$ cat config.mk
export PLATFORM = sky130hd
export DESIGN_NAME = joint_waypoint_sequencer
export DESIGN_NICKNAME = d
export VERILOG_FILES = /design/src/rtl/jws_pkg.sv /design/src/rtl/joint_waypoint_sequencer.sv /design/src/rtl/jws_table.sv /design/src/rtl/jws_csr.sv /design/src/rtl/jws_seq.sv
export SDC_FILE = /design/constraint.sdc
export NUM_CORES = 2
export LEC_CHECK = 0
export BUFFER_PORTS_ARGS = -buffer_cell sky130_fd_sc_hd__buf_4
export CAP_MARGIN = 20
export CELL_PAD_IN_SITES_DETAIL_PLACEMENT = 2
export CELL_PAD_IN_SITES_GLOBAL_PLACEMENT = 2
export CORE_ASPECT_RATIO = 0.9
export CORE_MARGIN = 5
export CORE_UTILIZATION = 47
export DETAILED_ROUTE_END_ITERATION = 6
export GPL_TIMING_DRIVEN = 0
export PLACE_DENSITY_LB_ADDON = 0.08
export SETUP_SLACK_MARGIN = 0.02
export SYNTH_ARGS = -nofsm -noshare
export SYNTH_HDL_FRONTEND = slang
export SYNTH_SLANG_ARGS = --single-unit
$ cat constraint.sdc
create_clock -name clock -period 27.9 [get_ports clock]
set_clock_uncertainty 0.2 [all_clocks]
set_input_delay 1.395 -clock clock [delete_from_list [all_inputs] [get_ports clock]]
set_output_delay 1.395 -clock clock [all_outputs]
set_load 0.02 [all_outputs]
$ cat src/rtl/jws_pkg.sv
`timescale 1ns / 1ps
// ----------------------------------------------------------------------------
// jws_pkg
// Shared constants, types and codes of the joint waypoint sequencer.
// ----------------------------------------------------------------------------

package jws_pkg;

   localparam int JOINTS      = 4;
   localparam int STEPS       = 16;
   localparam int POS_W       = 16;
   localparam int PORT_JOINTS = 4;

   localparam int ROW_W      = (STEPS > 1) ? $clog2(STEPS) : 1;
   localparam int JOINT_W    = (JOINTS > 1) ? $clog2(JOINTS) : 1;
   localparam int TOL_W      = 15;
   localparam int DWELL_W    = 16;
   localparam int SKIP_W     = 16;
   localparam int STEPS_W    = 5;
   localparam int CSR_IDX_W  = 3;
   localparam int CSR_DATA_W = 16;
   localparam int PORT_ROW_W = 4;
   localparam int CMP_W      = ((POS_W + 1) > TOL_W) ? (POS_W + 1) : TOL_W;

   localparam logic [TOL_W-1:0]          ROT_TOL_RESET = TOL_W'(2);
   localparam logic [TOL_W-1:0]          LIN_TOL_RESET = TOL_W'(2);
   localparam logic [JOINTS-1:0]         LIN_MASK_RESET = '0;
   localparam logic [DWELL_W-1:0]        DWELL_RESET = DWELL_W'(5000);
   localparam logic signed [SKIP_W-1:0]  SKIP1_RESET = SKIP_W'(140);
   localparam logic signed [SKIP_W-1:0]  SKIP2_RESET = SKIP_W'(100);
   localparam logic [STEPS_W-1:0]        STEPS_RESET = STEPS_W'(16);

   typedef logic signed [POS_W-1:0] pos_type;
   typedef logic [ROW_W-1:0]        row_type;
   typedef pos_type [JOINTS-1:0]    row_data_type;

   typedef enum logic [1:0] {
      MODE_LOAD  = 2'd0,
      MODE_START = 2'd1,
      MODE_TICK  = 2'd2
   } mode_type;

   typedef enum logic [CSR_IDX_W-1:0] {
      CSR_ROT_TOL  = 3'd0,
      CSR_LIN_TOL  = 3'd1,
      CSR_LIN_MASK = 3'd2,
      CSR_DWELL    = 3'd3,
      CSR_SKIP1    = 3'd4,
      CSR_SKIP2    = 3'd5,
      CSR_STEPS    = 3'd6
   } csr_index_type;

   typedef struct packed {
      logic [TOL_W-1:0]         rotary_tolerance;
      logic [TOL_W-1:0]         linear_tolerance;
      logic [JOINTS-1:0]        linear_joint_mask;
      logic [DWELL_W-1:0]       dwell_ticks;
      logic signed [SKIP_W-1:0] skip_value_joint1;
      logic signed [SKIP_W-1:0] skip_value_joint2;
      logic [STEPS_W-1:0]       steps_in_use;
   } cfg_type;

   typedef struct packed {
      row_data_type targets;
      row_type      row;
      logic         running;
      logic         advanced;
      logic         finished;
   } result_type;

endpackage

$ cat src/rtl/joint_waypoint_sequencer.sv
`timescale 1ns / 1ps
// ----------------------------------------------------------------------------
// joint_waypoint_sequencer
// Steps a multi-joint arm through a table of waypoint rows with dwell and skip.
// ----------------------------------------------------------------------------
//  channel  direction  handshake              payload
//  req      in         req_valid / req_ready  mode, load row/joint/value, positions
//  rsp      out        rsp_valid / rsp_ready  targets, step_now, running, advanced, finished
//  csr      in         csr_valid / csr_ready  csr_index, csr_data
//
//  one request per cycle unless rsp stalls; a request passes stage 1, then the rsp register
//  the table is read at acceptance through two row ports (active and next row)
//  and the row decision of the request ahead is forwarded to those addresses
//  reset clears sequencer state and registers; table contents stay undefined
//  rsp_ready low holds the response, one more request waits in stage 1
// ----------------------------------------------------------------------------

module joint_waypoint_sequencer (
   input  logic                                clock,
   input  logic                                reset,
   input  logic                                req_valid,
   output logic                                req_ready,
   input  logic [1:0]                          req_mode,
   input  logic [3:0]                          req_load_row,
   input  logic [1:0]                          req_load_joint,
   input  logic signed [15:0]                  req_load_value,
   input  logic signed [15:0]                  req_position_0,
   input  logic signed [15:0]                  req_position_1,
   input  logic signed [15:0]                  req_position_2,
   input  logic signed [15:0]                  req_position_3,
   output logic                                rsp_valid,
   input  logic                                rsp_ready,
   output logic signed [15:0]                  rsp_target_0,
   output logic signed [15:0]                  rsp_target_1,
   output logic signed [15:0]                  rsp_target_2,
   output logic signed [15:0]                  rsp_target_3,
   output logic [3:0]                          rsp_step_now,
   output logic                                rsp_running,
   output logic                                rsp_advanced,
   output logic                                rsp_finished,
   input  logic                                csr_valid,
   output logic                                csr_ready,
   input  logic [jws_pkg::CSR_IDX_W-1:0]       csr_index,
   input  logic [jws_pkg::CSR_DATA_W-1:0]      csr_data
);

   jws_pkg::cfg_type      cfg;
   jws_pkg::row_data_type rd_cur;
   jws_pkg::row_data_type rd_next;
   jws_pkg::row_type      row_addr;
   jws_pkg::row_type      addr_next;
   jws_pkg::result_type   result;

   logic signed [15:0]    port_pos [jws_pkg::PORT_JOINTS];
   jws_pkg::row_data_type req_pos;
   logic signed [15:0]    out_target [jws_pkg::PORT_JOINTS];

   logic                  req_fire;
   logic                  wr_en;
   logic                  s1_fire;

   logic                  s1_valid_ff;
   logic [1:0]            s1_mode_ff;
   jws_pkg::row_data_type s1_pos_ff;

   logic                  rsp_valid_ff;
   jws_pkg::result_type   result_ff;

   assign s1_fire   = s1_valid_ff && (!rsp_valid_ff || rsp_ready);
   assign req_ready = !s1_valid_ff || s1_fire;
   assign req_fire  = req_valid && req_ready;

   always_comb begin
      port_pos[0] = req_position_0;
      port_pos[1] = req_position_1;
      port_pos[2] = req_position_2;
      port_pos[3] = req_position_3;
      req_pos = '0;
      for (int j = 0; j < jws_pkg::JOINTS; j++) begin
         req_pos[j] = jws_pkg::POS_W'(port_pos[j]);
      end
   end

   // loads go straight into the table at acceptance
   assign wr_en = req_fire && (req_mode == jws_pkg::MODE_LOAD) &&
                  (int'(req_load_row) < jws_pkg::STEPS) &&
                  (int'(req_load_joint) < jws_pkg::JOINTS);

   always_comb begin
      if (req_mode == jws_pkg::MODE_START) begin
         addr_next = '0;
      end else if (row_addr == jws_pkg::ROW_W'(jws_pkg::STEPS - 1)) begin
         addr_next = '0;
      end else begin
         addr_next = row_addr + 1'b1;
      end
   end

   jws_table u_table (
      .clock        (clock),
      .wr_en        (wr_en),
      .wr_row       (jws_pkg::ROW_W'(req_load_row)),
      .wr_joint     (jws_pkg::JOINT_W'(req_load_joint)),
      .wr_data      (jws_pkg::POS_W'(req_load_value)),
      .rd_en        (req_fire),
      .rd_addr_cur  (row_addr),
      .rd_addr_next (addr_next),
      .rd_cur       (rd_cur),
      .rd_next      (rd_next)
   );

   jws_csr u_csr (
      .clock     (clock),
      .reset     (reset),
      .csr_valid (csr_valid),
      .csr_ready (csr_ready),
      .csr_index (csr_index),
      .csr_data  (csr_data),
      .cfg       (cfg)
   );

   always_ff @(posedge clock) begin
      if (reset) begin
         s1_valid_ff <= 1'b0;
      end else if (req_fire) begin
         s1_valid_ff <= 1'b1;
      end else if (s1_fire) begin
         s1_valid_ff <= 1'b0;
      end
   end

   always_ff @(posedge clock) begin
      if (req_fire) begin
         s1_mode_ff <= req_mode;
         s1_pos_ff  <= req_pos;
      end
   end

   jws_seq u_seq (
      .clock     (clock),
      .reset     (reset),
      .fire      (s1_fire),
      .mode      (jws_pkg::mode_type'(s1_mode_ff)),
      .positions (s1_pos_ff),
      .cfg       (cfg),
      .rd_cur    (rd_cur),
      .rd_next   (rd_next),
      .row_addr  (row_addr),
      .result    (result)
   );

   always_ff @(posedge clock) begin
      if (reset) begin
         rsp_valid_ff <= 1'b0;
      end else if (s1_fire) begin
         rsp_valid_ff <= 1'b1;
      end else if (rsp_ready) begin
         rsp_valid_ff <= 1'b0;
      end
   end

   always_ff @(posedge clock) begin
      if (s1_fire) begin
         result_ff <= result;
      end
   end

   // joints the build does not have read as zero
   always_comb begin
      for (int j = 0; j < jws_pkg::PORT_JOINTS; j++) begin
         out_target[j] = '0;
         if (j < jws_pkg::JOINTS) begin
            out_target[j] = 16'($signed(result_ff.targets[j]));
         end
      end
   end

   assign rsp_valid    = rsp_valid_ff;
   assign rsp_target_0 = out_target[0];
   assign rsp_target_1 = out_target[1];
   assign rsp_target_2 = out_target[2];
   assign rsp_target_3 = out_target[3];
   assign rsp_step_now = jws_pkg::PORT_ROW_W'(result_ff.row);
   assign rsp_running  = result_ff.running;
   assign rsp_advanced = result_ff.advanced;
   assign rsp_finished = result_ff.finished;

endmodule

$ cat src/rtl/jws_table.sv
`timescale 1ns / 1ps
// ----------------------------------------------------------------------------
// jws_table
// Waypoint table: one write port for a single entry, two registered row read ports.
// ----------------------------------------------------------------------------

module jws_table (
   input  logic                  clock,
   input  logic                  wr_en,
   input  jws_pkg::row_type      wr_row,
   input  logic [jws_pkg::JOINT_W-1:0] wr_joint,
   input  jws_pkg::pos_type      wr_data,
   input  logic                  rd_en,
   input  jws_pkg::row_type      rd_addr_cur,
   input  jws_pkg::row_type      rd_addr_next,
   output jws_pkg::row_data_type rd_cur,
   output jws_pkg::row_data_type rd_next
);

   jws_pkg::pos_type      mem [jws_pkg::STEPS][jws_pkg::JOINTS];
   jws_pkg::row_data_type rd_cur_ff;
   jws_pkg::row_data_type rd_next_ff;

   always_ff @(posedge clock) begin
      if (wr_en) begin
         mem[wr_row][wr_joint] <= wr_data;
      end
   end

   always_ff @(posedge clock) begin
      if (rd_en) begin
         for (int j = 0; j < jws_pkg::JOINTS; j++) begin
            rd_cur_ff[j]  <= mem[rd_addr_cur][j];
            rd_next_ff[j] <= mem[rd_addr_next][j];
         end
      end
   end

   assign rd_cur  = rd_cur_ff;
   assign rd_next = rd_next_ff;

endmodule

$ cat src/rtl/jws_csr.sv
`timescale 1ns / 1ps
// ----------------------------------------------------------------------------
// jws_csr
// Configuration registers of the sequencer, written through the csr channel.
// ----------------------------------------------------------------------------

module jws_csr (
   input  logic                             clock,
   input  logic                             reset,
   input  logic                             csr_valid,
   output logic                             csr_ready,
   input  logic [jws_pkg::CSR_IDX_W-1:0]    csr_index,
   input  logic [jws_pkg::CSR_DATA_W-1:0]   csr_data,
   output jws_pkg::cfg_type                 cfg
);

   jws_pkg::cfg_type cfg_ff;
   jws_pkg::cfg_type cfg_in;

   always_comb begin
      cfg_in = cfg_ff;
      if (csr_valid) begin
         case (csr_index)
            jws_pkg::CSR_ROT_TOL:  cfg_in.rotary_tolerance  = csr_data[jws_pkg::TOL_W-1:0];
            jws_pkg::CSR_LIN_TOL:  cfg_in.linear_tolerance  = csr_data[jws_pkg::TOL_W-1:0];
            jws_pkg::CSR_LIN_MASK: cfg_in.linear_joint_mask = csr_data[jws_pkg::JOINTS-1:0];
            jws_pkg::CSR_DWELL:    cfg_in.dwell_ticks       = csr_data[jws_pkg::DWELL_W-1:0];
            jws_pkg::CSR_SKIP1:    cfg_in.skip_value_joint1 = csr_data[jws_pkg::SKIP_W-1:0];
            jws_pkg::CSR_SKIP2:    cfg_in.skip_value_joint2 = csr_data[jws_pkg::SKIP_W-1:0];
            jws_pkg::CSR_STEPS:    cfg_in.steps_in_use      = csr_data[jws_pkg::STEPS_W-1:0];
            default: ;
         endcase
      end
   end

   always_ff @(posedge clock) begin
      if (reset) begin
         cfg_ff.rotary_tolerance  <= jws_pkg::ROT_TOL_RESET;
         cfg_ff.linear_tolerance  <= jws_pkg::LIN_TOL_RESET;
         cfg_ff.linear_joint_mask <= jws_pkg::LIN_MASK_RESET;
         cfg_ff.dwell_ticks       <= jws_pkg::DWELL_RESET;
         cfg_ff.skip_value_joint1 <= jws_pkg::SKIP1_RESET;
         cfg_ff.skip_value_joint2 <= jws_pkg::SKIP2_RESET;
         cfg_ff.steps_in_use      <= jws_pkg::STEPS_RESET;
      end else begin
         cfg_ff <= cfg_in;
      end
   end

   assign csr_ready = 1'b1;
   assign cfg       = cfg_ff;

endmodule

$ cat src/rtl/jws_seq.sv
`timescale 1ns / 1ps
// ----------------------------------------------------------------------------
// jws_seq
// Sequencer state and step logic: tolerance check, dwell count, row advance.
// ----------------------------------------------------------------------------

module jws_seq (
   input  logic                  clock,
   input  logic                  reset,
   input  logic                  fire,
   input  jws_pkg::mode_type     mode,
   input  jws_pkg::row_data_type positions,
   input  jws_pkg::cfg_type      cfg,
   input  jws_pkg::row_data_type rd_cur,
   input  jws_pkg::row_data_type rd_next,
   output jws_pkg::row_type      row_addr,
   output jws_pkg::result_type   result
);

   jws_pkg::row_data_type          targets_ff, targets_in;
   jws_pkg::row_type               row_ff, row_in;
   logic                           running_ff, running_in;
   logic                           armed_ff, armed_in;
   logic [jws_pkg::DWELL_W-1:0]    count_ff, count_in;
   logic [jws_pkg::DWELL_W-1:0]    count_inc;
   logic                           advanced;
   logic                           finished;

   logic signed [jws_pkg::POS_W:0] diff [jws_pkg::JOINTS];
   logic [jws_pkg::POS_W:0]        mag [jws_pkg::JOINTS];
   logic [jws_pkg::TOL_W-1:0]      tol [jws_pkg::JOINTS];
   logic                           reached;
   logic                           skip;
   logic [jws_pkg::STEPS_W-1:0]    limit;
   logic                           last_row;

   // per-joint |target - position| against that joint's tolerance
   always_comb begin
      reached = 1'b1;
      for (int j = 0; j < jws_pkg::JOINTS; j++) begin
         diff[j] = (jws_pkg::POS_W+1)'($signed(targets_ff[j]))
                 - (jws_pkg::POS_W+1)'($signed(positions[j]));
         mag[j]  = diff[j][jws_pkg::POS_W] ? -diff[j] : diff[j];
         tol[j]  = cfg.linear_joint_mask[j] ? cfg.linear_tolerance : cfg.rotary_tolerance;
         if (jws_pkg::CMP_W'(mag[j]) > jws_pkg::CMP_W'(tol[j])) begin
            reached = 1'b0;
         end
      end
   end

   assign skip = ($signed(rd_cur[1]) == cfg.skip_value_joint1) ||
                 ($signed(rd_cur[2]) == cfg.skip_value_joint2);

   assign count_inc = (count_ff == '1) ? count_ff : count_ff + 1'b1;

   // zero rows in use acts as one, anything above the table acts as full
   always_comb begin
      if (cfg.steps_in_use == '0) begin
         limit = jws_pkg::STEPS_W'(1);
      end else if (cfg.steps_in_use > jws_pkg::STEPS_W'(jws_pkg::STEPS)) begin
         limit = jws_pkg::STEPS_W'(jws_pkg::STEPS);
      end else begin
         limit = cfg.steps_in_use;
      end
   end

   assign last_row = (jws_pkg::STEPS_W'(row_ff) + jws_pkg::STEPS_W'(1)) >= limit;

   always_comb begin
      targets_in = targets_ff;
      row_in     = row_ff;
      running_in = running_ff;
      armed_in   = armed_ff;
      count_in   = count_ff;
      advanced   = 1'b0;
      finished   = 1'b0;
      case (mode)
         jws_pkg::MODE_START: begin
            row_in     = '0;
            armed_in   = 1'b0;
            count_in   = '0;
            running_in = 1'b1;
            targets_in = rd_next;
         end
         jws_pkg::MODE_TICK: begin
            if (running_ff) begin
               if (!reached) begin
                  armed_in = 1'b0;
                  count_in = '0;
               end else if (!armed_ff) begin
                  // arming tick never advances
                  armed_in = 1'b1;
                  count_in = '0;
               end else begin
                  count_in = count_inc;
                  if (skip || (count_inc >= cfg.dwell_ticks)) begin
                     armed_in = 1'b0;
                     count_in = '0;
                     if (last_row) begin
                        row_in     = '0;
                        running_in = 1'b0;
                        finished   = 1'b1;
                     end else begin
                        row_in     = row_ff + 1'b1;
                        targets_in = rd_next;
                        advanced   = 1'b1;
                     end
                  end
               end
            end
         end
         default: ;
      endcase
   end

   always_ff @(posedge clock) begin
      if (reset) begin
         targets_ff <= '0;
         row_ff     <= '0;
         running_ff <= 1'b0;
         armed_ff   <= 1'b0;
         count_ff   <= '0;
      end else if (fire) begin
         targets_ff <= targets_in;
         row_ff     <= row_in;
         running_ff <= running_in;
         armed_ff   <= armed_in;
         count_ff   <= count_in;
      end
   end

   // row the next request sees, used to address the table at acceptance
   assign row_addr = fire ? row_in : row_ff;

   assign result.targets  = targets_in;
   assign result.row      = row_in;
   assign result.running  = running_in;
   assign result.advanced = advanced;
   assign result.finished = finished;

endmodule

==> impl_metrics.env <==
export IMPL_status="completed"
export IMPL_hold_ws_ns=0.260
export IMPL_required_ns=28.12
export IMPL_start_kind="flip-flop"
export IMPL_swShare_pct=26.7
export IMPL_grt_use_total_pct=41.7
export IMPL_hold_path_class="reg2reg"
export IMPL_cts_buffer_depth=3
export IMPL_worstSetupEndpointType="flip-flop"
export IMPL_arrival_ns=15.20
export IMPL_fin_tns_setup_ns=0
export IMPL_vias=63500
export IMPL_drcViolationCount=0
export IMPL_netlist_instances=6375
export IMPL_p_per_area_mw_per_mm2=61.6
export IMPL_clkSlewWorstSetupHoldPaths_ns=0.06
export IMPL_r2r_slack_ns=12.93
export IMPL_crit_fanout=10
export IMPL_start_util_pct=47.2
export IMPL_setup_viol=0
export IMPL_ys_flop_type="edfxtp_1"
export IMPL_ys_types=99
export IMPL_hold_viol_final=0
export IMPL_cp_common_cell="clkbuf_1"
export IMPL_p_seq_share_pct=47.3
export IMPL_p_leak_nw=29.5
export IMPL_firstDrtPassIters=6
export IMPL_yosys_top_cells_count="edfxtp_1 (1257), o211ai_1 (549), nand2_1 (482), o21ai_0 (456), inv_1 (446)"
export IMPL_drive_above_1_share_pct=10.9
export IMPL_power_mw=5.05
export IMPL_syn_nets=6645
export IMPL_intPower_mw=3.70
export IMPL_rows=136
export IMPL_die_area_mm2=0.161
export IMPL_cts_tree="built"
export IMPL_routed_via_density=7.11
export IMPL_fin_util_pct=53.8
export IMPL_yosysTopAreaCellShare_pct=52.5
export IMPL_slew_violations=0
export IMPL_grt_max_degree=128
export IMPL_port_buffers=181
export IMPL_synth_largest_area_cell="edfxtp_1"
export IMPL_finalNetCount=7051
export IMPL_dp_hpwl_um=243000
export IMPL_pwr_share_comb_pct=10.4
export IMPL_antenna_found_initial=42
export IMPL_synth_edf_count=1257
export IMPL_hold_buffers=0
export IMPL_cts_resized_gates=0
export IMPL_clock_sinks=1432
export IMPL_syn_to_final_growth_pct=14.0
export IMPL_core_area_mm2=0.152
export IMPL_routabilityCongestion=0.973
export IMPL_synth_seq_cells=1432
export IMPL_drt_iter0_markers=8992
export IMPL_wirelength_um=350000
export IMPL_relSlewSlack_pct=10.4
export IMPL_critPathMaxStageDelay_ns=0.91
export IMPL_ys_async_sr_fraction_pct=0
export IMPL_power_switching_mw=1.35
export IMPL_drv_cap=0
export IMPL_fin_crit_sh_pct=53.7
export IMPL_wire_per_inst_um=39.2
export IMPL_root_buffer="clkbuf_16"
export IMPL_yosysWarnings=0
export IMPL_die_h_um=381
export IMPL_clockPowerShare_pct=42.3
export IMPL_postCtsSetupBuffers=0
export IMPL_grt_pass1_wl_um=486000
export IMPL_htree_levels=4
export IMPL_ir_worst_vdd_mv=0.0688
export IMPL_avgSynthCellArea_um2=11.3
export IMPL_seq_area_frac_synth_pct=57.4
export IMPL_overflow=0
export IMPL_yosysMostFrequentCell="edfxtp_1"
export IMPL_criticalPathCategory="reg2reg"
export IMPL_rsz0062_at_grt="no"
export IMPL_ioPinCount=186
export IMPL_synth_area_leaders="edfxtp_1 (52%), o211ai_1 (5.7%), dfxtp_1 (4.9%), mux2i_1 (4.6%), o21ai_0 (3.2%)"
export IMPL_synthesis_area_mm2=0.0719
export IMPL_slowest_stage="nor4b_2"
export IMPL_min_period_ns=14.97
export IMPL_die_x_um=422
export IMPL_worstSkewPairLatency_ns=0.84
export IMPL_antenna_left=0
export IMPL_grt_pass1_vias=65400
export IMPL_numCtsBuffers=156
export IMPL_max_freq_mhz=66.8
export IMPL_tightest_slew_ns=1.34
[area by class of cell]
cell class	count	area, µm²
Antenna cell	23	57.6
Buffer	514	2180
Fill cell	14700	70500
Timing Repair Buffer	248	2370
Inverter	446	1680
Clock inverter	73	696
Multi-Input combinational cell	3983	27000
Tap cell	2001	2500
Sequential cell	1432	41200
Clock buffer	208	4310
[final timing paths]
path	endpoint	from	cells after the start
hold / removal	u_csr.cfg[51]	u_csr.cfg[51]	2
setup reg to reg	u_table.rd_next[30]	u_seq.targets_ff[16]	43
hold reg to reg	u_csr.cfg[51]	u_csr.cfg[51]	2
setup / recovery	u_table.rd_next[30]	u_seq.targets_ff[16]	43
[cell usage in the layout, fill, tap and decap left out, types with 154 or more instances in the layout]
master	n
nand4_1	160
ha_1	154
buf_4	195
a21oi_1	172
nand2_1	482
clkbuf_16	162
o211ai_1	549
o21ai_0	456
nor2_1	331
clkbuf_1	417
mux2i_1	330
edfxtp_1	1257
inv_1	445
dfxtp_1	175
[registers in the layout, summed over array words and instances (netlist names), 2 cells and up]
name	cells
u_csr.cfg	87
rsp_target_1	16
u_table.rd_next	64
u_seq.targets_ff	64
rsp_target_0	16
rsp_target_2	16
u_seq.row_ff	4
rsp_step_now	4
u_table.rd_cur	32
u_seq.count_ff	16
rsp_target_3	16
s1_pos_ff	64
u_table.mem	1024
s1_mode_ff	2
[metrics by stage]
| step | std cells | setup slack [ns] | instance area (µm²) |
|---|---|---|---|
| 5_1_grt | 8908 | 12.87 | 82000 |
| 3_5_place_dp | 8621 | 13.78 | 76900 |
| 6_report | 8928 | 12.93 | 82000 |
| 3_3_place_gp | 8557 | 14.10 | 75800 |
| 4_1_cts | 8902 | 13.61 | 81900 |
| 2_1_floorplan | 6375 | 19.08 | 71900 |
[kinds of logic (layout without fill, tap and decap cells)]
group | count (synthesis) | count (layout) | synth area share, %
AO/OA/AOI/OAI | 1867 | 1867 | 18.2
buffers and inverters | 960 | 1489 | 5.35
other | 1 | 24 | 0.00521
adder cells (fa/ha/maj) | 158 | 158 | 2.79
flip-flops | 1432 | 1432 | 57.4
XOR/XNOR | 131 | 131 | 1.60
multiplexers | 360 | 360 | 5.06
AND/OR/NAND/NOR | 1466 | 1466 | 9.69
[power by group through the flow]
stage	sequential (mW)	clock [mW]	combinational, mW
after floorplan	2.43	0	0.284
after global placement	2.43	0	0.475
after detailed placement	2.43	0	0.507
after CTS	2.39	2.12	0.515
after global routing	2.39	2.22	0.553
final	2.39	2.14	0.524
[layer usage]
layer  share of wire, %  wire length (µm)  track usage (%)  vias to the layer above
li1                   -                 -                -                    25100
met1                 37            128000             51.7                    32300
met2                 46            159000             66.2                     4858
met3                 12             41200             12.0                     1206
met4                6.1             21500             22.2                       16
met5              0.031               108                0                        -
[critical path: cells and delay by family, from the launching register on]
| kind | cells | cell delay, ns |
|---|---|---|
| compound gates | 16 | 3.76 |
| flops | 1 | 0.47 |
| simple gates | 8 | 2.61 |
| buf+inv | 13 | 5.25 |
| fa+ha+maj | 4 | 1.38 |
| xor+xnor | 1 | 0.41 |
| mux | 1 | 0.41 |
No activity file was read; power rests on OpenSTA's default activity.
